`config.mk`:
```
export PLATFORM = sky130hd
export DESIGN_NAME = bmua_cfg
export DESIGN_NICKNAME = d
export VERILOG_FILES = /design/src/rtl/bmua_pkg.sv /design/src/rtl/bmua_cfg.sv
export SDC_FILE = /design/constraint.sdc
export NUM_CORES = 1
export LEC_CHECK = 0
export BUFFER_PORTS_ARGS = -buffer_cell sky130_fd_sc_hd__buf_2
export CAP_MARGIN = 20
export CELL_PAD_IN_SITES_DETAIL_PLACEMENT = 1
export CELL_PAD_IN_SITES_GLOBAL_PLACEMENT = 1
export CORE_ASPECT_RATIO = 2
export CORE_MARGIN = 2
export CORE_UTILIZATION = 31
export CTS_CLUSTER_SIZE = 24
export DETAILED_ROUTE_END_ITERATION = 7
export PLACE_DENSITY = 0.81
export SLEW_MARGIN = 30
export SYNTH_ARGS = -nofsm -noshare
export SYNTH_HDL_FRONTEND = slang
export SYNTH_SLANG_ARGS = --single-unit
```
`constraint.sdc`:
```
create_clock -name clk_i -period 1.3 [get_ports clk_i]
set_input_delay 0.065 -clock clk_i [delete_from_list [all_inputs] [get_ports clk_i]]
set_output_delay 0.065 -clock clk_i [all_outputs]
set_load 0.05 [all_outputs]
```
`src/rtl/bmua_pkg.sv`:
```
// ----------------------------------------------------------------------------
// bmua_pkg
// Shared types and constants of the byte map unit allocator.
// ----------------------------------------------------------------------------
package bmua_pkg;

  localparam int UnitShiftW = 4;
  localparam int RegionW    = 11;
  localparam int SizeW      = 23;
  localparam int OffsW      = 22;
  localparam int UsedW      = 11;
  localparam int PaddrW     = 4;
  localparam int PdataW     = 32;

  // ID written to the reserved units at format time.
  localparam int unsigned ReserveId = 5;

  localparam logic [UnitShiftW-1:0] UnitShiftRst = 4'd4;
  localparam logic [RegionW-1:0]    RegionRst    = 11'd1024;
  localparam logic [RegionW-1:0]    ReservedRst  = 11'd0;

  typedef enum logic [1:0] {
    FUNC_ALLOC  = 2'd0,
    FUNC_FREE   = 2'd1,
    FUNC_FORMAT = 2'd2,
    FUNC_NONE   = 2'd3
  } func_e;

  typedef enum logic [1:0] {
    ST_OK         = 2'd0,
    ST_NO_ROOM    = 2'd1,
    ST_BAD_OFFSET = 2'd2
  } status_e;

  typedef enum logic [1:0] {
    REG_UNIT_SHIFT = 2'd0,
    REG_REGION     = 2'd1,
    REG_RESERVED   = 2'd2
  } reg_e;

  typedef struct packed {
    logic [UnitShiftW-1:0] unit_shift;
    logic [RegionW-1:0]    region_units;
    logic [RegionW-1:0]    reserved_units;
  } cfg_t;

endpackage

```
`src/rtl/bmua_cfg.sv`:
```
// ----------------------------------------------------------------------------
// bmua_cfg
// APB register file holding unit size, region size and reserved count.
// ----------------------------------------------------------------------------
module bmua_cfg (
  input  logic                        clk_i,
  input  logic                        rst_ni,
  input  logic                        psel,
  input  logic                        penable,
  input  logic                        pwrite,
  input  logic [bmua_pkg::PaddrW-1:0] paddr,
  input  logic [bmua_pkg::PdataW-1:0] pwdata,
  output logic [bmua_pkg::PdataW-1:0] prdata,
  output logic                        pready,
  output bmua_pkg::cfg_t              cfg_o
);
  import bmua_pkg::*;

  cfg_t cfg_q, cfg_d;
  reg_e idx;
  logic wr_en;

  assign idx    = reg_e'(paddr[PaddrW-1:2]);
  assign wr_en  = psel && penable && pwrite;
  assign pready = 1'b1;

  always_comb begin
    cfg_d = cfg_q;
    if (wr_en) begin
      case (idx)
        REG_UNIT_SHIFT: cfg_d.unit_shift     = pwdata[UnitShiftW-1:0];
        REG_REGION:     cfg_d.region_units   = pwdata[RegionW-1:0];
        REG_RESERVED:   cfg_d.reserved_units = pwdata[RegionW-1:0];
        default: ;
      endcase
    end
  end

  always_comb begin
    case (idx)
      REG_UNIT_SHIFT: prdata = PdataW'(cfg_q.unit_shift);
      REG_REGION:     prdata = PdataW'(cfg_q.region_units);
      REG_RESERVED:   prdata = PdataW'(cfg_q.reserved_units);
      default:        prdata = '0;
    endcase
  end

  always_ff @(posedge clk_i or negedge rst_ni) begin
    if (!rst_ni) begin
      cfg_q.unit_shift     <= UnitShiftRst;
      cfg_q.region_units   <= RegionRst;
      cfg_q.reserved_units <= ReservedRst;
    end else begin
      cfg_q <= cfg_d;
    end
  end

  assign cfg_o = cfg_q;

endmodule

```
Word level (Yosys, flattened, before mapping):

Index checks and enable logic that the tools add are counted.

* bits in registers: 26
* latch bits: 0
* RAM bits: 0
* bits in read-only memories: 0
* bits of input ports: 41
* output and inout bits: 59
* word-level logic and storage cells: 12
* memories: 0

* add/subtract/negate cells: 0
* multipliers: 0
* divide/modulo/power cells: 0
* $lt $le $gt $ge: 0
* eq/ne operators: 2
* shift-type cells: 0
* mux-type cells: 1
* bitwise logic cells: 0
* reductions and logical operators: 6

Operator list (count)
* 11-bit one-hot mux with 3 select lines: 1
* 2-bit AND reduction: 3
* 2-bit by 1-bit == test with 1-bit output, second input constant: 1
* 2-bit == test, second input constant: 1
* 1-bit logical AND: 2
* 2-bit logical NOT: 1

Logic depth before layout (Yosys ltp):

* word-level depth: 3
* mapped depth: 5

Worst setup path before layout:

Ideal clock, no wire load.

* kind: reg2out
* start: register cfg_q (netlist bit cfg_o[24])
* end: output port prdata[2] (netlist bit)
* data arrival time: 1893 ps
* data required time: 1235 ps
* path slack: -658 ps
* stages on the path, launching flop included: 3
* buffers on the path: 0
* cells stage by stage: dfstp_2 -> mux2i_1 -> o21ai_0

* word-level cells in the longest chain between the ends: 1

Ends and longest elaborated chain
* start: declaration: RTL line bmua_cfg.sv:19 `cfg_t cfg_q, cfg_d;`
* start signal: assignment: RTL line bmua_cfg.sv:54 `cfg_q <= cfg_d;`
* 11-bit one-hot mux with 3 select lines: RTL line bmua_cfg.sv:40 `case (idx)`
* end: declaration: RTL line bmua_cfg.sv:13 `output logic [bmua_pkg::PdataW-1:0] prdata,`

Every way passes these cells.

Final worst setup path:

Same ends and word-level chain as after synthesis.

==> key figures <==
Power
  • Leak: 0.9352 nW
  • Clock network fraction of total power: between 10 and 15%
  • Sw Share: around half
  • P_int: around 1.7 mW
  • Reg power frac: about a third
  • P per Cell Area: 1878 mW/mm2
  • Net Switching: between 1.5 and 2 mW
  • Logic pwr share: 51.5%
  • Peak supply drop: approximately 940 uV
  • Power, Total: about 3.4 mW

Worst setup path
  • Crit path DAT: 1.21 ns
  • Worst setup startpoint: cfg_o[24]
  • CP bufs+invs: 1
  • Setup crit start kind: flop
  • R2R depth: 1
  • Reg-to-reg slack, setup: approximately 0.48 ns
  • Crit-path max FO: 3
  • Crit end category: primary output
  • CP Depth: 3
  • Worst r2r dst: cfg_o[13]
  • Family with the most delay on the worst path: flip-flops
  • Worst path slowest cell: dfstp_2
  • Kind of critical path: flop to primary output
  • R2R Path Start: cfg_o[13]
  • Crit path capture: prdata[2]
  • Max stage delay on crit path: 0.57 ns
  • Worst-path cell chain: mux2i_4 -> o21ai_4 -> buf_6
  • Critical Path RT: between 1 and 1.5 ns

Global routing
  • First-pass GRT wire length: 5.209 mm
  • Largest net degree at the start of global routing: 27
  • Vias in the first global route: 1041
  • Initial antenna violation count: 0
  • Global route total overflow: 0
  • Gr usage total: roughly 14%

Synthesis
  • Synth Register Bits: 26
  • Yosys top cell by area: dfrtp_1
  • Most common cell in the netlist: dfrtp_1
  • Sequential area share after synthesis: 47.76%
  • Ys flop type: dfrtp_1
  • Netlist Area Pre-Place: 0.001368 mm2
  • Synth cell types: 19
  • Mapped Avg Cell Area: 12.90 um2
  • Post-Synthesis Cells: 106
  • Asr flop ratio synth: 100.0%
  • Share of the synthesized area in the top cell type: 43.92%
  • EDFF count, synth: 0
  • Top cells by count, synth: 24 x dfrtp_1, 22 x buf_4, 16 x mux2_2, 10 x mux2_4, 7 x a22o_1
  • Synth Warn #: 0
  • Largest cells by area after synthesis: dfrtp_1 44%, mux2_2 13%, buf_4 12%

Floorplanning
  • Std cell rows: 34
  • Core region area: 0.004297 mm2
  • Chip height: 97.93 um
  • IO Count: 100
  • Starting Density: around a third
  • Die Span X: 50.97 um
  • Overall die area: 0.004991 mm2

Finish
  • Area delta synth->final: 31.29%
  • ANT cells: 0
  • Flip-flop count of the largest register after layout: 26
  • Fillers: 503
  • Layout cell share with drive strength beyond 1: 62.50%
  • Nets@finish: 210

Timing
  • Slew at the pin with the worst max-slew slack: 0.5995 ns
  • FMAX: 786.6 MHz
  • Final min period: 1.271 ns
  • Max-slew headroom: 60.03%
  • Final max-slew violation count: 0
  • Hold Violations, Final: 0
  • # setup viols final: 0
  • Final period util: 97.79%
  • Setup ws final: 0.02869 ns
  • Skew final: 0 ns
  • RSZ-0062 raised after global routing: yes

Route
  • Remaining DRCs: 0
  • Final WL: 3.255 mm
  • TritonRoute pass-1 iters: 4
  • Initial detailed-routing violation count: 4
  • Avg WL per Cell: 14.66 um
  • Via density: 4.392
  • Vias after detailed routing: slightly below 1000
  • Routed Antenna Nets: 0

Place
  • Gpl congestion: 0.7488
  • Detail Placement HPWL: 2.596 mm
  • Pre-CTS WS: -0.03850 ns
  • IO buf count: between 50 and 60

Hold path
  • Hold Crit Start: pwdata[4]
  • Worst hold path cell count: 2
  • Worst Hold Class: primary input to flop

CTS
  • Clk slew on worst S/H paths: about 0.09 ns
  • CTS tree: built
  • CTS Root Cell: clkbuf_8
  • Max clock buf depth: 2
  • Setup bufs post-CTS: 0
  • CTS buffer count: 3
  • Worst-Skew Late Latency: 0.26 ns
  • Clk sinks: 26
  • CTS H-Tree Depth: 1

Flow run
  • Max cap viols: 0

Status
  • Status: finished clean
## how the worst min path moves through the flow
stage,endpoint,slack (ns)
5_1_grt,cfg_o[17],0.03
3_3_place_gp,cfg_o[17],0.09
4_1_cts,cfg_o[17],0.03
6_report,cfg_o[4],0.04
3_5_place_dp,cfg_o[17],0.10
2_1_floorplan,cfg_o[0],-0.23
## logic make-up after synthesis
logic type | Yosys count | synth area share, %
other cells | 2 | 0.5492
buf+inv | 27 | 14.64
flops | 26 | 47.76
compound gates | 11 | 5.947
mux | 30 | 27.08
simple gates | 10 | 4.025
## cell usage in the layout, fill, tap and decap left out
cell and n:
conb_1 22, mux2_2 16, buf_2 52, dfrtp_1 24, nor2b_2 1, nor3_1 1, clkbuf_1 1, buf_6 1
dfstp_2 2, nor3b_2 1, mux2_4 10, a22o_1 7, clkbuf_4 1, dlygate4sd3_1 1, clkbuf_8 3, nand2_1 4
nand3_1 1, or3b_1 1, mux2i_4 1, buf_4 10, and2b_1 1, mux2i_2 3, o21ai_4 4
## power by group through the flow
| stage | registers, mW | clock network, mW | logic (mW) |
|---|---|---|---|
| after floorplan | 1.82 | 0 | 0.730 |
| after global placement | 1.17 | 0 | 1.69 |
| after detailed placement | 1.18 | 0 | 1.71 |
| after CTS | 1.16 | 0.484 | 1.73 |
| after global routing | 1.21 | 0.513 | 1.81 |
| final | 1.17 | 0.464 | 1.74 |
## routing by layer
layer	share of wire [%]	GRT usage [%]
met1	34	15.24
met2	59	25.47
met3	6.3	2.294
met4	1.0	6.237
met5	0	0
## repair_timing
action / 4_1_cts / 5_1_grt
endpoints found under the setup margin: 8 / 5
pin swaps: 0 / 0
hold buffers: 1 / 0
resized for setup: 3 / 6
endpoints found under the hold margin: 24 / 0
## layout make-up
cell class | count | area, um2 | area share (%)
multi-input combinational | 73 | 665.6 | 37.07
sequential | 26 | 653.1 | 36.38
timing repair buffer | 65 | 364.1 | 20.28
tap | 54 | 67.56 | 3.763
clock buffer | 4 | 45.04 | 2.509
## metrics by stage
stage / hold WS (ns) / std cells / TNS (ns) / util [%] / area (um2)
6_report: 0.03689 / 222 / 0 / 41.79 / 1795
5_1_grt: 0.02880 / 222 / -0.01545 / 41.79 / 1795
4_1_cts: 0.03072 / 222 / 0 / 41.18 / 1769
3_5_place_dp: 0.1046 / 217 / -0.2519 / 39.69 / 1705
3_3_place_gp: 0.09214 / 217 / -0.3202 / 39.69 / 1705
2_1_floorplan: -0.2306 / 126 / 0 / - / 1488
No activity file was read; power rests on OpenSTA's default activity.
