$ cat src/rtl/bmua_pkg.sv
// ----------------------------------------------------------------------------
// bmua_pkg
// Shared types and constants of the byte map unit allocator.
// ----------------------------------------------------------------------------
package bmua_pkg;

  localparam int UnitShiftW = 4;
  localparam int RegionW    = 11;
  localparam int SizeW      = 23;
  localparam int OffsW      = 22;
  localparam int UsedW      = 11;
  localparam int PaddrW     = 4;
  localparam int PdataW     = 32;

  // ID written to the reserved units at format time.
  localparam int unsigned ReserveId = 5;

  localparam logic [UnitShiftW-1:0] UnitShiftRst = 4'd4;
  localparam logic [RegionW-1:0]    RegionRst    = 11'd1024;
  localparam logic [RegionW-1:0]    ReservedRst  = 11'd0;

  typedef enum logic [1:0] {
    FUNC_ALLOC  = 2'd0,
    FUNC_FREE   = 2'd1,
    FUNC_FORMAT = 2'd2,
    FUNC_NONE   = 2'd3
  } func_e;

  typedef enum logic [1:0] {
    ST_OK         = 2'd0,
    ST_NO_ROOM    = 2'd1,
    ST_BAD_OFFSET = 2'd2
  } status_e;

  typedef enum logic [1:0] {
    REG_UNIT_SHIFT = 2'd0,
    REG_REGION     = 2'd1,
    REG_RESERVED   = 2'd2
  } reg_e;

  typedef struct packed {
    logic [UnitShiftW-1:0] unit_shift;
    logic [RegionW-1:0]    region_units;
    logic [RegionW-1:0]    reserved_units;
  } cfg_t;

endpackage

$ cat src/rtl/bmua_engine.sv
// ----------------------------------------------------------------------------
// bmua_engine
// Command sequencer: scans, fills, frees and formats the owner map.
// ----------------------------------------------------------------------------
module bmua_engine #(
  parameter int MapDepth = 1024,
  parameter int IdBits   = 8,
  localparam int AW = $clog2(MapDepth),
  localparam int NW = (AW + 1 > 11) ? AW + 1 : 11
) (
  input  logic                        clk_i,
  input  logic                        rst_ni,
  input  bmua_pkg::cfg_t              cfg_i,
  input  logic                        start_i,
  input  logic [1:0]                  func_i,
  input  logic [bmua_pkg::SizeW-1:0]  size_i,
  input  logic [bmua_pkg::OffsW-1:0]  offset_i,
  output logic                        busy_o,
  output logic                        done_o,
  output logic [1:0]                  status_o,
  output logic [bmua_pkg::OffsW-1:0]  offs_o,
  output logic [bmua_pkg::UsedW-1:0]  used_o,
  output logic                        we_o,
  output logic [AW-1:0]               waddr_o,
  output logic [IdBits-1:0]           wdata_o,
  output logic [AW-1:0]               raddr_o,
  input  logic [IdBits-1:0]           rdata_i
);
  import bmua_pkg::*;

  localparam int XW = SizeW + 1;
  localparam logic [AW-1:0] LastIdx = AW'(MapDepth - 1);
  localparam logic [NW-1:0] RstUnits =
    (MapDepth < 1024) ? NW'(MapDepth) : NW'(1024);
  localparam logic [IdBits-1:0] ResId = IdBits'(ReserveId);

  typedef enum logic [8:0] {
    S_IDLE  = 9'b000000001,
    S_SWEEP = 9'b000000010,
    S_LEFT  = 9'b000000100,
    S_SCAN  = 9'b000001000,
    S_RIGHT = 9'b000010000,
    S_FILL  = 9'b000100000,
    S_FRD   = 9'b001000000,
    S_FWALK = 9'b010000000,
    S_SPARE = 9'b100000000
  } state_e;

  state_e            state_q, state_d;
  logic [NW-1:0]     cur_q, cur_d, steps_q, steps_d, y_q, y_d, need_q, need_d;
  logic [NW-1:0]     rs_q, rs_d, cnt_q, cnt_d, rsv_q, rsv_d, hint_q, hint_d;
  logic [NW-1:0]     used_q, used_d;
  logic [IdBits-1:0] prev_q, prev_d, left_q, left_d, idr_q, idr_d;
  logic              end_q, end_d, inrun_q, inrun_d, reply_q, reply_d;
  logic [AW-1:0]     sweep_q, sweep_d;
  logic              done_q, done_d;
  status_e           status_q, status_d;
  logic [OffsW-1:0]  offs_q, offs_d;

  logic [NW-1:0]     n_w, rsv_w, hint_c, pos0, rd_addr, cnext;
  logic [XW-1:0]     need_full;
  logic [OffsW-1:0]  free_bi;
  logic [NW:0]       fmt_hint, fill_hint;
  logic [IdBits-1:0] id_c;
  logic              at_end;

  // Units in force and the reserved count clipped to them.
  assign n_w   = (NW'(cfg_i.region_units) > NW'(MapDepth)) ? NW'(MapDepth)
                                                           : NW'(cfg_i.region_units);
  assign rsv_w = (NW'(cfg_i.reserved_units) > n_w) ? n_w : NW'(cfg_i.reserved_units);

  assign need_full = ({1'b0, size_i} + ((XW'(1) << cfg_i.unit_shift) - XW'(1)))
                     >> cfg_i.unit_shift;
  assign free_bi   = offset_i >> cfg_i.unit_shift;
  assign hint_c    = (hint_q >= n_w) ? n_w - NW'(1) : hint_q;
  assign pos0      = ((hint_c + NW'(1)) >= n_w) ? '0 : hint_c + NW'(1);
  assign at_end    = (cur_q + NW'(1)) >= n_w;
  assign cnext     = at_end ? '0 : cur_q + NW'(1);

  always_comb begin
    logic [NW:0] v;
    v = {1'b0, rsv_q} + {1'b0, n_w} - (NW+1)'(1);
    if (n_w == '0) begin
      fmt_hint = '0;
    end else if (v >= {1'b0, n_w}) begin
      fmt_hint = v - {1'b0, n_w};
    end else begin
      fmt_hint = v;
    end
  end

  always_comb begin
    logic [NW:0] v;
    v = {1'b0, rs_q} + {1'b0, need_q} + {1'b0, n_w} - (NW+1)'(2);
    fill_hint = (v >= {1'b0, n_w}) ? v - {1'b0, n_w} : v;
  end

  // Next ID after the left neighbour that is neither zero nor the right one.
  always_comb begin
    logic [IdBits-1:0] right, c;
    right = end_q ? '0 : rdata_i;
    c = left_q + IdBits'(1);
    if (c == right || c == '0) c = c + IdBits'(1);
    if (c == right || c == '0) c = c + IdBits'(1);
    id_c = c;
  end

  always_comb begin
    logic [NW-1:0] s1, y1, c1;
    state_d  = state_q;
    cur_d    = cur_q;
    steps_d  = steps_q;
    y_d      = y_q;
    need_d   = need_q;
    rs_d     = rs_q;
    cnt_d    = cnt_q;
    rsv_d    = rsv_q;
    hint_d   = hint_q;
    used_d   = used_q;
    prev_d   = prev_q;
    left_d   = left_q;
    idr_d    = idr_q;
    end_d    = end_q;
    inrun_d  = inrun_q;
    reply_d  = reply_q;
    sweep_d  = sweep_q;
    status_d = status_q;
    offs_d   = offs_q;
    done_d   = 1'b0;
    we_o     = 1'b0;
    waddr_o  = cur_q[AW-1:0];
    wdata_o  = '0;
    rd_addr  = cur_q;
    s1       = '0;
    y1       = '0;
    c1       = '0;

    case (state_q)
      S_IDLE: begin
        if (start_i) begin
          status_d = ST_OK;
          offs_d   = '0;
          case (func_e'(func_i))
            FUNC_ALLOC: begin
              if (size_i == '0 || n_w == '0 || used_q >= n_w ||
                  XW'(n_w - used_q) < need_full) begin
                status_d = ST_NO_ROOM;
                done_d   = 1'b1;
              end else begin
                need_d  = NW'(need_full);
                cur_d   = pos0;
                rd_addr = (pos0 == '0) ? '0 : pos0 - NW'(1);
                steps_d = '0;
                y_d     = '0;
                inrun_d = 1'b0;
                state_d = S_LEFT;
              end
            end
            FUNC_FREE: begin
              if (free_bi >= OffsW'(n_w)) begin
                status_d = ST_BAD_OFFSET;
                done_d   = 1'b1;
              end else begin
                cur_d   = NW'(free_bi);
                rd_addr = NW'(free_bi);
                state_d = S_FRD;
              end
            end
            FUNC_FORMAT: begin
              rsv_d   = rsv_w;
              sweep_d = '0;
              reply_d = 1'b1;
              state_d = S_SWEEP;
            end
            default: begin
              done_d = 1'b1;
            end
          endcase
        end
      end

      S_SWEEP: begin
        we_o    = 1'b1;
        waddr_o = sweep_q;
        wdata_o = (NW'(sweep_q) < rsv_q) ? ResId : '0;
        sweep_d = sweep_q + AW'(1);
        if (sweep_q == LastIdx) begin
          state_d = S_IDLE;
          if (reply_q) begin
            hint_d   = NW'(fmt_hint);
            used_d   = rsv_q;
            status_d = ST_OK;
            offs_d   = '0;
            done_d   = 1'b1;
          end
        end
      end

      S_LEFT: begin
        prev_d  = rdata_i;
        rd_addr = cur_q;
        state_d = S_SCAN;
      end

      S_SCAN: begin
        // Read data belongs to cur_q; the next unit is fetched meanwhile.
        rd_addr = cnext;
        prev_d  = rdata_i;
        end_d   = at_end;
        if (!inrun_q) begin
          if (rdata_i != '0) begin
            s1 = steps_q + NW'(1);
            if (s1 >= n_w) begin
              status_d = ST_NO_ROOM;
              done_d   = 1'b1;
              state_d  = S_IDLE;
            end else begin
              steps_d = s1;
              cur_d   = cnext;
            end
          end else begin
            rs_d   = cur_q;
            left_d = (cur_q == '0) ? '0 : prev_q;
            if (need_q == NW'(1)) begin
              state_d = S_RIGHT;
            end else if (at_end) begin
              s1 = steps_q + NW'(1);
              if (s1 >= n_w) begin
                status_d = ST_NO_ROOM;
                done_d   = 1'b1;
                state_d  = S_IDLE;
              end else begin
                steps_d = s1;
                cur_d   = cnext;
              end
            end else begin
              inrun_d = 1'b1;
              y_d     = NW'(1);
              cur_d   = cnext;
            end
          end
        end else begin
          if (rdata_i == '0) begin
            y1 = y_q + NW'(1);
            if (y1 == need_q) begin
              state_d = S_RIGHT;
            end else if (at_end) begin
              s1 = steps_q + y1;
              if (s1 >= n_w) begin
                status_d = ST_NO_ROOM;
                done_d   = 1'b1;
                state_d  = S_IDLE;
              end else begin
                steps_d = s1;
                inrun_d = 1'b0;
                cur_d   = cnext;
              end
            end else begin
              y_d   = y1;
              cur_d = cnext;
            end
          end else begin
            // The run ends at a taken unit, which is then stepped over.
            s1 = steps_q + y_q + NW'(1);
            if (s1 >= n_w) begin
              status_d = ST_NO_ROOM;
              done_d   = 1'b1;
              state_d  = S_IDLE;
            end else begin
              steps_d = s1;
              inrun_d = 1'b0;
              cur_d   = cnext;
            end
          end
        end
      end

      S_RIGHT: begin
        idr_d   = id_c;
        cur_d   = rs_q;
        y_d     = '0;
        state_d = S_FILL;
      end

      S_FILL: begin
        we_o    = 1'b1;
        wdata_o = idr_q;
        cur_d   = cur_q + NW'(1);
        y1      = y_q + NW'(1);
        y_d     = y1;
        if (y1 == need_q) begin
          hint_d   = NW'(fill_hint);
          used_d   = used_q + need_q;
          status_d = ST_OK;
          offs_d   = OffsW'(rs_q) << cfg_i.unit_shift;
          done_d   = 1'b1;
          state_d  = S_IDLE;
        end
      end

      S_FRD: begin
        idr_d = rdata_i;
        if (rdata_i == '0) begin
          done_d  = 1'b1;
          state_d = S_IDLE;
        end else begin
          rd_addr = cur_q;
          cnt_d   = '0;
          state_d = S_FWALK;
        end
      end

      S_FWALK: begin
        c1 = cnt_q;
        if (rdata_i == idr_q) begin
          we_o = 1'b1;
          c1   = cnt_q + NW'(1);
        end
        cnt_d   = c1;
        cur_d   = cur_q + NW'(1);
        rd_addr = cur_q + NW'(1);
        if (rdata_i != idr_q || at_end) begin
          used_d  = (c1 > used_q) ? '0 : used_q - c1;
          done_d  = 1'b1;
          state_d = S_IDLE;
        end
      end

      default: begin
        state_d = S_IDLE;
      end
    endcase
  end

  assign raddr_o = rd_addr[AW-1:0];

  always_ff @(posedge clk_i or negedge rst_ni) begin
    if (!rst_ni) begin
      state_q <= S_SWEEP;
      sweep_q <= '0;
      reply_q <= 1'b0;
      rsv_q   <= '0;
      hint_q  <= RstUnits - NW'(1);
      used_q  <= '0;
      inrun_q <= 1'b0;
      done_q  <= 1'b0;
    end else begin
      state_q <= state_d;
      sweep_q <= sweep_d;
      reply_q <= reply_d;
      rsv_q   <= rsv_d;
      hint_q  <= hint_d;
      used_q  <= used_d;
      inrun_q <= inrun_d;
      done_q  <= done_d;
    end
  end

  always_ff @(posedge clk_i) begin
    cur_q    <= cur_d;
    steps_q  <= steps_d;
    y_q      <= y_d;
    need_q   <= need_d;
    rs_q     <= rs_d;
    cnt_q    <= cnt_d;
    prev_q   <= prev_d;
    left_q   <= left_d;
    idr_q    <= idr_d;
    end_q    <= end_d;
    status_q <= status_d;
    offs_q   <= offs_d;
  end

  assign busy_o   = (state_q != S_IDLE);
  assign done_o   = done_q;
  assign status_o = status_q;
  assign offs_o   = offs_q;
  assign used_o   = UsedW'(used_q);

  a_scan_no_write: assert property (@(posedge clk_i) disable iff (!rst_ni)
    (state_q == S_SCAN) |-> !we_o) else $error("map written during scan");

  a_scan_steps: assert property (@(posedge clk_i) disable iff (!rst_ni)
    (state_q == S_SCAN) |-> (steps_q < n_w)) else $error("scan overran region");

  a_fill_count: assert property (@(posedge clk_i) disable iff (!rst_ni)
    (state_q == S_FILL) |-> (y_q < need_q)) else $error("fill overran run");

  a_free_id: assert property (@(posedge clk_i) disable iff (!rst_ni)
    (state_q == S_FWALK) |-> (idr_q != '0)) else $error("free walk on zero ID");

endmodule

$ cat config.mk
export PLATFORM = sky130hd
export DESIGN_NAME = bmua_engine
export DESIGN_NICKNAME = d
export VERILOG_FILES = /design/src/rtl/bmua_pkg.sv /design/src/rtl/bmua_engine.sv
export SDC_FILE = /design/constraint.sdc
export NUM_CORES = 1
export LEC_CHECK = 0
export BUFFER_PORTS_ARGS = -buffer_cell sky130_fd_sc_hd__buf_2
export CAP_MARGIN = 20
export CORE_UTILIZATION = 55
export CTS_CLUSTER_SIZE = 10
export DETAILED_ROUTE_END_ITERATION = 7
export PLACE_DENSITY = 0.75
export RECOVER_POWER = 100
export SLEW_MARGIN = 20
export SYNTH_ARGS = -nofsm -noshare
export SYNTH_HDL_FRONTEND = slang
export SYNTH_SLANG_ARGS = --single-unit
export TNS_END_PERCENT = 100
$ cat constraint.sdc
create_clock -name clk_i -period 7.8 [get_ports clk_i]
set_input_delay 0 -clock clk_i [delete_from_list [all_inputs] [get_ports clk_i]]
set_output_delay 0 -clock clk_i [all_outputs]
set_load 0.02 [all_outputs]
Word level (Yosys, flattened, before mapping). Index checks and enable logic that the tools add are counted.

Register bits after elaboration: 170. Latch bits: 0. Memory bits (writable): 0. Bits in read-only memories: 0. Logic and storage cells: 307. Memories kept: 0.

Add/subtract/negate cells: 26. Multiply operators: 0. Divide/modulo/power cells: 0. $lt $le $gt $ge: 15. Eq/ne operators: 48. Shift-type cells: 4. Muxes and demuxes: 149. Bitwise gates (word level): 3. Reduce and logical (&&, ||, !) cells: 42.

Operators with widths (number): $mux 11 (52); $mux 9 (16); $mux 22 (4); $pmux 11 s2 (4); $pmux 11 s4 (2); $ge 11x11->1 (7); $pmux 9 s8 (1); $add 11x1->11 const B (6); $pmux 22 s3 (1); $mux 10 (6); $pmux 10 s2 (2); $add 11x11->11 (3); $logic_not 11->1 (3); $pmux 11 s3 (1); $sub 11x11->11 (3); $mux 8 (4); $ne 4x4->1 const B (8); $pmux 8 s2 (2); $mux 1 (30); $mux 2 (15); $pmux 10 s3 (1); $pmux 9 s3 (1); $add 11x11->12 (2); $add 23x24->24 (1); 65 further kinds (112).

Longest topological paths before layout.
Word-level depth: 13. Mapped depth: 35.

Worst setup path after synthesis. No wires, ideal clock.

Kind: input port to flip-flop. Start point: input port cfg_i[23] (netlist bit). End point: register steps_q[0], enable pin. Data arrival time: 8165 ps. Data required time: 7401 ps. Path slack: -764 ps. Cell stages on the path: 34. Buffers on the path: 6. Cell sequence: buf_2 buf_1 clkbuf_1 buf_1 buf_1 clkbuf_1 nor2_1 nand2_1 ha_1 inv_1 ha_1 fa_1 a21o_1 a221oi_2 o21ba_2 a221oi_1 or2_2 a311oi_1 xor2_1 mux2_2 nor2_1 a221o_1 a2bb2oi_1 ha_1 nand2_1 nor3_1 o211ai_1 a32o_1 a2111o_1 a31o_1 a211oi_1 o21ai_0 or2_2 a221oi_1.

Cells in the longest elaborated chain, start to end: 8.

Ends and longest elaborated chain: from (decl) (RTL line bmua_engine.sv:13) `input bmua_pkg::cfg_t cfg_i,`; $shl 1x4->24 (RTL line bmua_engine.sv:72) `assign need_full = ({1'b0, size_i} + ((XW'(1) << cfg_i.unit_shift) - XW'(1)))`; $sub 24x1->24 (RTL line bmua_engine.sv:72); $add 23x24->24 (RTL line bmua_engine.sv:72); $shr 24x4->24 (*) (RTL line bmua_engine.sv:72); $lt 24x24->1 (*) (RTL line bmua_engine.sv:146) `XW'(n_w - used_q) < need_full) begin`; $logic_or 1x1->1 (*) (RTL line bmua_engine.sv:145) `if (size_i == '0 || n_w == '0 || used_q >= n_w ||`; $ne 2x2->1 (no line) (*); $reduce_and 10->1 (no line) (*); to (signal assigned) (RTL line bmua_engine.sv:361) `steps_q <= steps_d;`; to (decl) (RTL line bmua_engine.sv:50) `logic [NW-1:0] cur_q, cur_d, steps_q, steps_d, y_q, y_d, need_q, need_d;`.

Mark *: on every way between the ends. The rest lies on a longest branch, timed or not. A chain may end at the register's enable or synchronous reset.

Worst setup path after layout.
Start point: register hint_q[10]. End point: output port raddr_o[8].

Cells in the longest elaborated chain, start to end: 11. Elaborated cells on any way between the ends: 12.

Ends and longest elaborated chain: from (decl) (RTL line bmua_engine.sv:51) `logic [NW-1:0] rs_q, rs_d, cnt_q, cnt_d, rsv_q, rsv_d, hint_q, hint_d;`; from (signal assigned) (RTL line bmua_engine.sv:343) `hint_q <= RstUnits - NW'(1);`; from (signal assigned) (RTL line bmua_engine.sv:352) `hint_q <= hint_d;`; $ge 11x11->1 (RTL line bmua_engine.sv:75) `assign hint_c = (hint_q >= n_w) ? n_w - NW'(1) : hint_q;`; $mux 11 (*) (RTL line bmua_engine.sv:75); $add 11x1->11 (*) (RTL line bmua_engine.sv:76) `assign pos0 = ((hint_c + NW'(1)) >= n_w) ? '0 : hint_c + NW'(1);`; $ge 11x11->1 (RTL line bmua_engine.sv:76); $mux 11 (*) (RTL line bmua_engine.sv:76); $sub 10x1->10 or $logic_not 11->1 (tied branches) (RTL line bmua_engine.sv:152) `rd_addr = (pos0 == '0) ? '0 : pos0 - NW'(1);`; $mux 10 (*) (RTL line bmua_engine.sv:152); $mux 10 (*) (RTL line bmua_engine.sv:145); $pmux 10 s2 (*) (RTL line bmua_engine.sv:143) `case (func_e'(func_i))`; $mux 10 (*) (RTL line bmua_engine.sv:140) `if (start_i) begin`; $pmux 10 s3 (*) (RTL line bmua_engine.sv:138) `case (state_q)`; to (decl) (RTL line bmua_engine.sv:26) `output logic [AW-1:0] raddr_o,`.

Marks and branches as above.

==> impl_metrics.prom <==
# TYPE chip_impl_metric gauge
chip_impl_info{name="status",value="finished, violations left"} 1
chip_impl_info{name="violations_in_the_final_reports",value="design-rule violations, max-capacitance violations, max-slew violations"} 1
chip_impl_metric{name="total_power",unit="mW"} 6.56
chip_impl_metric{name="cts_setup_buffers",unit=""} 0
chip_impl_metric{name="route.detailed.drc",unit=""} 7
chip_impl_info{name="synth.most_common_cell",value="sky130_fd_sc_hd__ha_1"} 1
chip_impl_metric{name="leakagePower",unit="nW"} 11.1
chip_impl_metric{name="setup_viol",unit=""} 0
chip_impl_metric{name="cell_depth_of_the_worst_setup_path",unit=""} 28
chip_impl_info{name="post_synth_main_area_contributors",value="sky130_fd_sc_hd__ha_1 (16%), sky130_fd_sc_hd__edfxtp_1 (15%), sky130_fd_sc_hd__dfrtp_1 (4.8%)"} 1
chip_impl_metric{name="count_of_flip_flops_with_a_built_in_enable_after_synthesis",unit=""} 115
chip_impl_metric{name="numPortBuffers",unit=""} 149
chip_impl_metric{name="grt_pass1_vias",unit=""} 22100
chip_impl_metric{name="cts_htree_levels",unit=""} 4
chip_impl_info{name="grt_setup_unrepaired",value="false"} 1
chip_impl_info{name="post_synth_most_frequent_cells",value="sky130_fd_sc_hd__ha_1 (298), sky130_fd_sc_hd__nand2_1 (277), sky130_fd_sc_hd__nor2_1 (255), sky130_fd_sc_hd__inv_1 (245), sky130_fd_sc_hd__a21oi_1 (177)"} 1
chip_impl_metric{name="post_dp_cell_area",unit="µm²"} 24600
chip_impl_metric{name="clock-sinks",unit=""} 170
chip_impl_metric{name="ant_nets",unit=""} 0
chip_impl_metric{name="clock_transition_at_the_register_clock_pins_on_the_worst_setup_and_hold_paths_after_cts",unit="ps"} 80
chip_impl_metric{name="grt_first_pass_wirelength",unit="mm"} 128
chip_impl_metric{name="final_max_slew_viol_count",unit=""} 191
chip_impl_metric{name="core_area",unit="µm²"} 41100
chip_impl_metric{name="power.density",unit="nW/µm²"} 260
chip_impl_info{name="startpoint_type",value="flop"} 1
chip_impl_metric{name="die-area",unit="µm²"} 42800
chip_impl_info{name="clock_tree.root_cell",value="sky130_fd_sc_hd__clkbuf_16"} 1
chip_impl_metric{name="placement_rows",unit=""} 74
chip_impl_metric{name="drt-wirelength-per-cell",unit="µm"} 23.9
chip_impl_metric{name="period_needed",unit="ps"} 7330
chip_impl_metric{name="drive_gt1_share",unit="%"} 8.99
chip_impl_metric{name="syn_inst",unit=""} 2857
chip_impl_metric{name="synth.ff_latch_count",unit=""} 170
chip_impl_metric{name="ys_seq_area_share",unit="%"} 21.0
chip_impl_info{name="hp-class",value="in2reg"} 1
chip_impl_metric{name="clock.fmax",unit="GHz"} 0.136
chip_impl_metric{name="detail_route.iter0.violations",unit=""} 2655
chip_impl_info{name="synth_top_flop_cell",value="sky130_fd_sc_hd__edfxtp_1"} 1
chip_impl_metric{name="layout.nets",unit=""} 3393
chip_impl_metric{name="async_flop_share",unit="%"} 32.4
chip_impl_info{name="worst_r2r_startpoint",value="used_o[1]$_DFFE_PN0P_"} 1
chip_impl_info{name="cpLargestDelayFamily",value="compound AO/OA/AOI/OAI gates"} 1
chip_impl_metric{name="synthesis.area_per_instance",unit="µm²"} 8.09
chip_impl_metric{name="globalplace.congestion",unit=""} 1.06
chip_impl_info{name="synth_largest_area_cell",value="sky130_fd_sc_hd__ha_1"} 1
chip_impl_metric{name="hpwl",unit="mm"} 66.1
chip_impl_metric{name="grt_max_degree",unit=""} 56
chip_impl_metric{name="timing.final.hold_violations",unit=""} 0
chip_impl_metric{name="cp_max_stage_delay",unit="ps"} 570
chip_impl_metric{name="cp.required",unit="ps"} 7800
chip_impl_metric{name="synth_warnings",unit=""} 0
chip_impl_metric{name="worst_r2r_path_depth",unit=""} 25
chip_impl_metric{name="avgViaCountPerCell",unit=""} 6.52
chip_impl_metric{name="grt_overflow_total",unit=""} 0
chip_impl_metric{name="worst-path-max-fanout",unit=""} 12
chip_impl_metric{name="layout.core_utilization",unit="%"} 61.4
chip_impl_metric{name="ir_worst_vdd",unit="µV"} 258
chip_impl_metric{name="die_width",unit="µm"} 207
chip_impl_info{name="tritoncts",value="done"} 1
chip_impl_metric{name="track_usage",unit="%"} 38.7
chip_impl_metric{name="synthesis.area",unit="µm²"} 23100
chip_impl_info{name="slowest_stage",value="sky130_fd_sc_hd__a2111oi_0"} 1
chip_impl_metric{name="hold-path-cell-count",unit=""} 5
chip_impl_metric{name="initial_utilization",unit="%"} 56.2
chip_impl_metric{name="routed-via-count",unit=""} 23100
chip_impl_info{name="worstHoldStart",value="func_i[0]"} 1
chip_impl_metric{name="critical_path_buf_inv_count",unit=""} 5
chip_impl_metric{name="tritoncts.num_buffers",unit=""} 17
chip_impl_metric{name="transition_time_at_the_pin_with_the_least_slew_margin",unit="ps"} 3760
chip_impl_metric{name="synth.top_cell.area_share",unit="%"} 16.1
chip_impl_metric{name="timing.critical_path.arrival",unit="ps"} 7330
chip_impl_metric{name="worst_slew_margin_rel",unit="%"} -151
chip_impl_metric{name="final_cell_area",unit="µm²"} 25200
chip_impl_metric{name="setup_tns",unit="ps"} 0
chip_impl_metric{name="max-clock-path-buffers",unit=""} 2
chip_impl_metric{name="drt_first_pass_iters",unit=""} 8
chip_impl_metric{name="diodes",unit=""} 0
chip_impl_metric{name="die_h",unit="µm"} 207
chip_impl_info{name="setup.worst_path.end_class",value="primary output"} 1
chip_impl_metric{name="grt_antenna_before_repair",unit=""} 1
chip_impl_metric{name="boundaryPins",unit=""} 150
chip_impl_metric{name="synth.net_count",unit=""} 3258
chip_impl_info{name="critical-path-top-cell-by-count",value="sky130_fd_sc_hd__ha_1"} 1
chip_impl_metric{name="finalClockSkew",unit="ps"} 17.9
chip_impl_info{name="r2r_end",value="steps_q[8]$_SDFFCE_PN0P_"} 1
chip_impl_metric{name="post_synthesis_to_final_layout_area_growth",unit="%"} 9.21
chip_impl_metric{name="synthDistinctLibCells",unit=""} 103
chip_impl_info{name="worst-setup-path-type",value="reg2out"} 1
chip_impl_metric{name="post-route-period-util",unit="%"} 94.0
chip_impl_metric{name="wire_length_after_detailed_routing",unit="mm"} 84.4
chip_impl_metric{name="worst_skew_pair.late_latency",unit="ps"} 510
chip_impl_metric{name="setup.reg_to_reg.worst_slack",unit="ps"} 1070
chip_impl_info{name="min_to",value="state_q[1]$_DFFE_PN1P_"} 1
chip_impl_metric{name="maxCapViolCount",unit=""} 6
-- routing by layer --
layer | wire [µm] | GRT usage (%) | up-vias | share of wire, %
met1 | 34800 | 49.9 | 11100 | 41
met2 | 37800 | 61.1 | 1135 | 45
met3 | 7350 | 7.93 | 235 | 8.7
met5 | 8 | 0 | - | 0.0095
met4 | 4450 | 20.2 | 2 | 5.3
li1 | - | - | 10600 | -
-- flip-flops by register name (all words and copies together) (netlist names) --
register	flops
steps_q	11
idr_q	8
status_o	2
left_q	8
prev_q	8
offs_o	22
y_q	11
cnt_q	11
inrun_q	1
need_q	11
sweep_q	10
state_q	9
rs_q	11
hint_q	11
done_o	1
cur_q	11
reply_q	1
used_o	11
rsv_q	11
end_q	1
-- per-stage QoR --
step	cells	setup slack, ps	hold WS [ps]
final	3537	472	74.3
after detailed placement	3481	185	225
after global routing	3537	10.9	98.1
after floorplan	2857	88.9	-296
after global placement	3481	383	208
after CTS	3536	202	39.4
-- kinds of logic after synthesis --
kind of cell	count (synthesis)	share of synthesized area, %
simple gates	914	18.7
flops	170	21.0
buf+inv	372	6.13
fa+ha+maj	317	17.8
other cells	1	0.0162
xor+xnor	200	7.82
mux	133	7.04
compound gates	750	21.6
-- report_power, final --
group          switching [mW]  internal [mW]
sequential              0.190           1.15
clock                   0.437          0.455
combinational            2.62           1.71
total                    3.25           3.31
-- cell usage in the layout (no fill, tap or decap), drive strengths merged, types with 22 or more instances in the layout --
master	instances
nand3	75
or3	22
a211oi	54
inv	254
mux2	30
mux2i	83
nor2b	33
a31oi	28
xor2	74
o21a	43
nand2	277
nor4	22
buf	126
ha	298
nor2	257
dfrtp	44
and3	34
xnor2	124
dlygate4sd3	23
a21oi	178
edfxtp	115
clkbuf	107
nand4	31
nor3	60
o21ai	163
a21o	60
and2	29
-- worst max path at each step --
stage | slack [ps] | from | endpoint
2_1_floorplan | 90 | cfg_i[23] | steps_q[0]$_SDFFCE_PN0P_
3_3_place_gp | 380 | cfg_i[22] | steps_q[10]$_SDFFCE_PN0P_
3_5_place_dp | 190 | cfg_i[23] | steps_q[8]$_SDFFCE_PN0P_
4_1_cts | 200 | cfg_i[22] | raddr_o[4]
5_1_grt | 10 | cfg_i[22] | raddr_o[4]
6_report | 470 | hint_q[10]$_DFFE_PN0P_ | raddr_o[8]
-- worst register-to-register path: stages (launching register included) --
cell	delay [ps]
sky130_fd_sc_hd__dfrtp_1	500
sky130_fd_sc_hd__inv_1	160
sky130_fd_sc_hd__ha_1	340
sky130_fd_sc_hd__nor2b_1	130
sky130_fd_sc_hd__o21ai_0	200
sky130_fd_sc_hd__a21boi_0	150
sky130_fd_sc_hd__o21ai_0	240
sky130_fd_sc_hd__a21boi_0	140
sky130_fd_sc_hd__o21ai_0	230
sky130_fd_sc_hd__a21boi_0	150
sky130_fd_sc_hd__o21ai_0	170
sky130_fd_sc_hd__nand2b_1	120
sky130_fd_sc_hd__a21o_1	200
sky130_fd_sc_hd__a21oi_1	130
sky130_fd_sc_hd__buf_4	220
sky130_fd_sc_hd__ha_1	180
sky130_fd_sc_hd__nand4_1	110
sky130_fd_sc_hd__nor3_1	260
sky130_fd_sc_hd__o211ai_1	130
sky130_fd_sc_hd__a32o_1	330
sky130_fd_sc_hd__a2111o_1	400
sky130_fd_sc_hd__a31o_1	230
sky130_fd_sc_hd__a211oi_4	260
sky130_fd_sc_hd__o21ai_0	160
sky130_fd_sc_hd__or2_2	370
sky130_fd_sc_hd__a221oi_2	830
-- cell type report --
cell class,count,area (µm²)
Clock inverter,13,131
Multi-Input combinational cell,2315,16900
Clock buffer,19,443
Tap cell,532,666
Timing Repair Buffer,237,1320
Inverter,251,942
Fill cell,3751,15900
Sequential cell,170,4840
-- repair_timing --
action / 4_1_cts / 5_1_grt
endpoints found under the setup margin: 0 / 9
gates resized for setup: 0 / 2
hold buffers: 23 / 0
endpoints found under the hold margin: 74 / 0
Power figures use the tool's default switching activity.
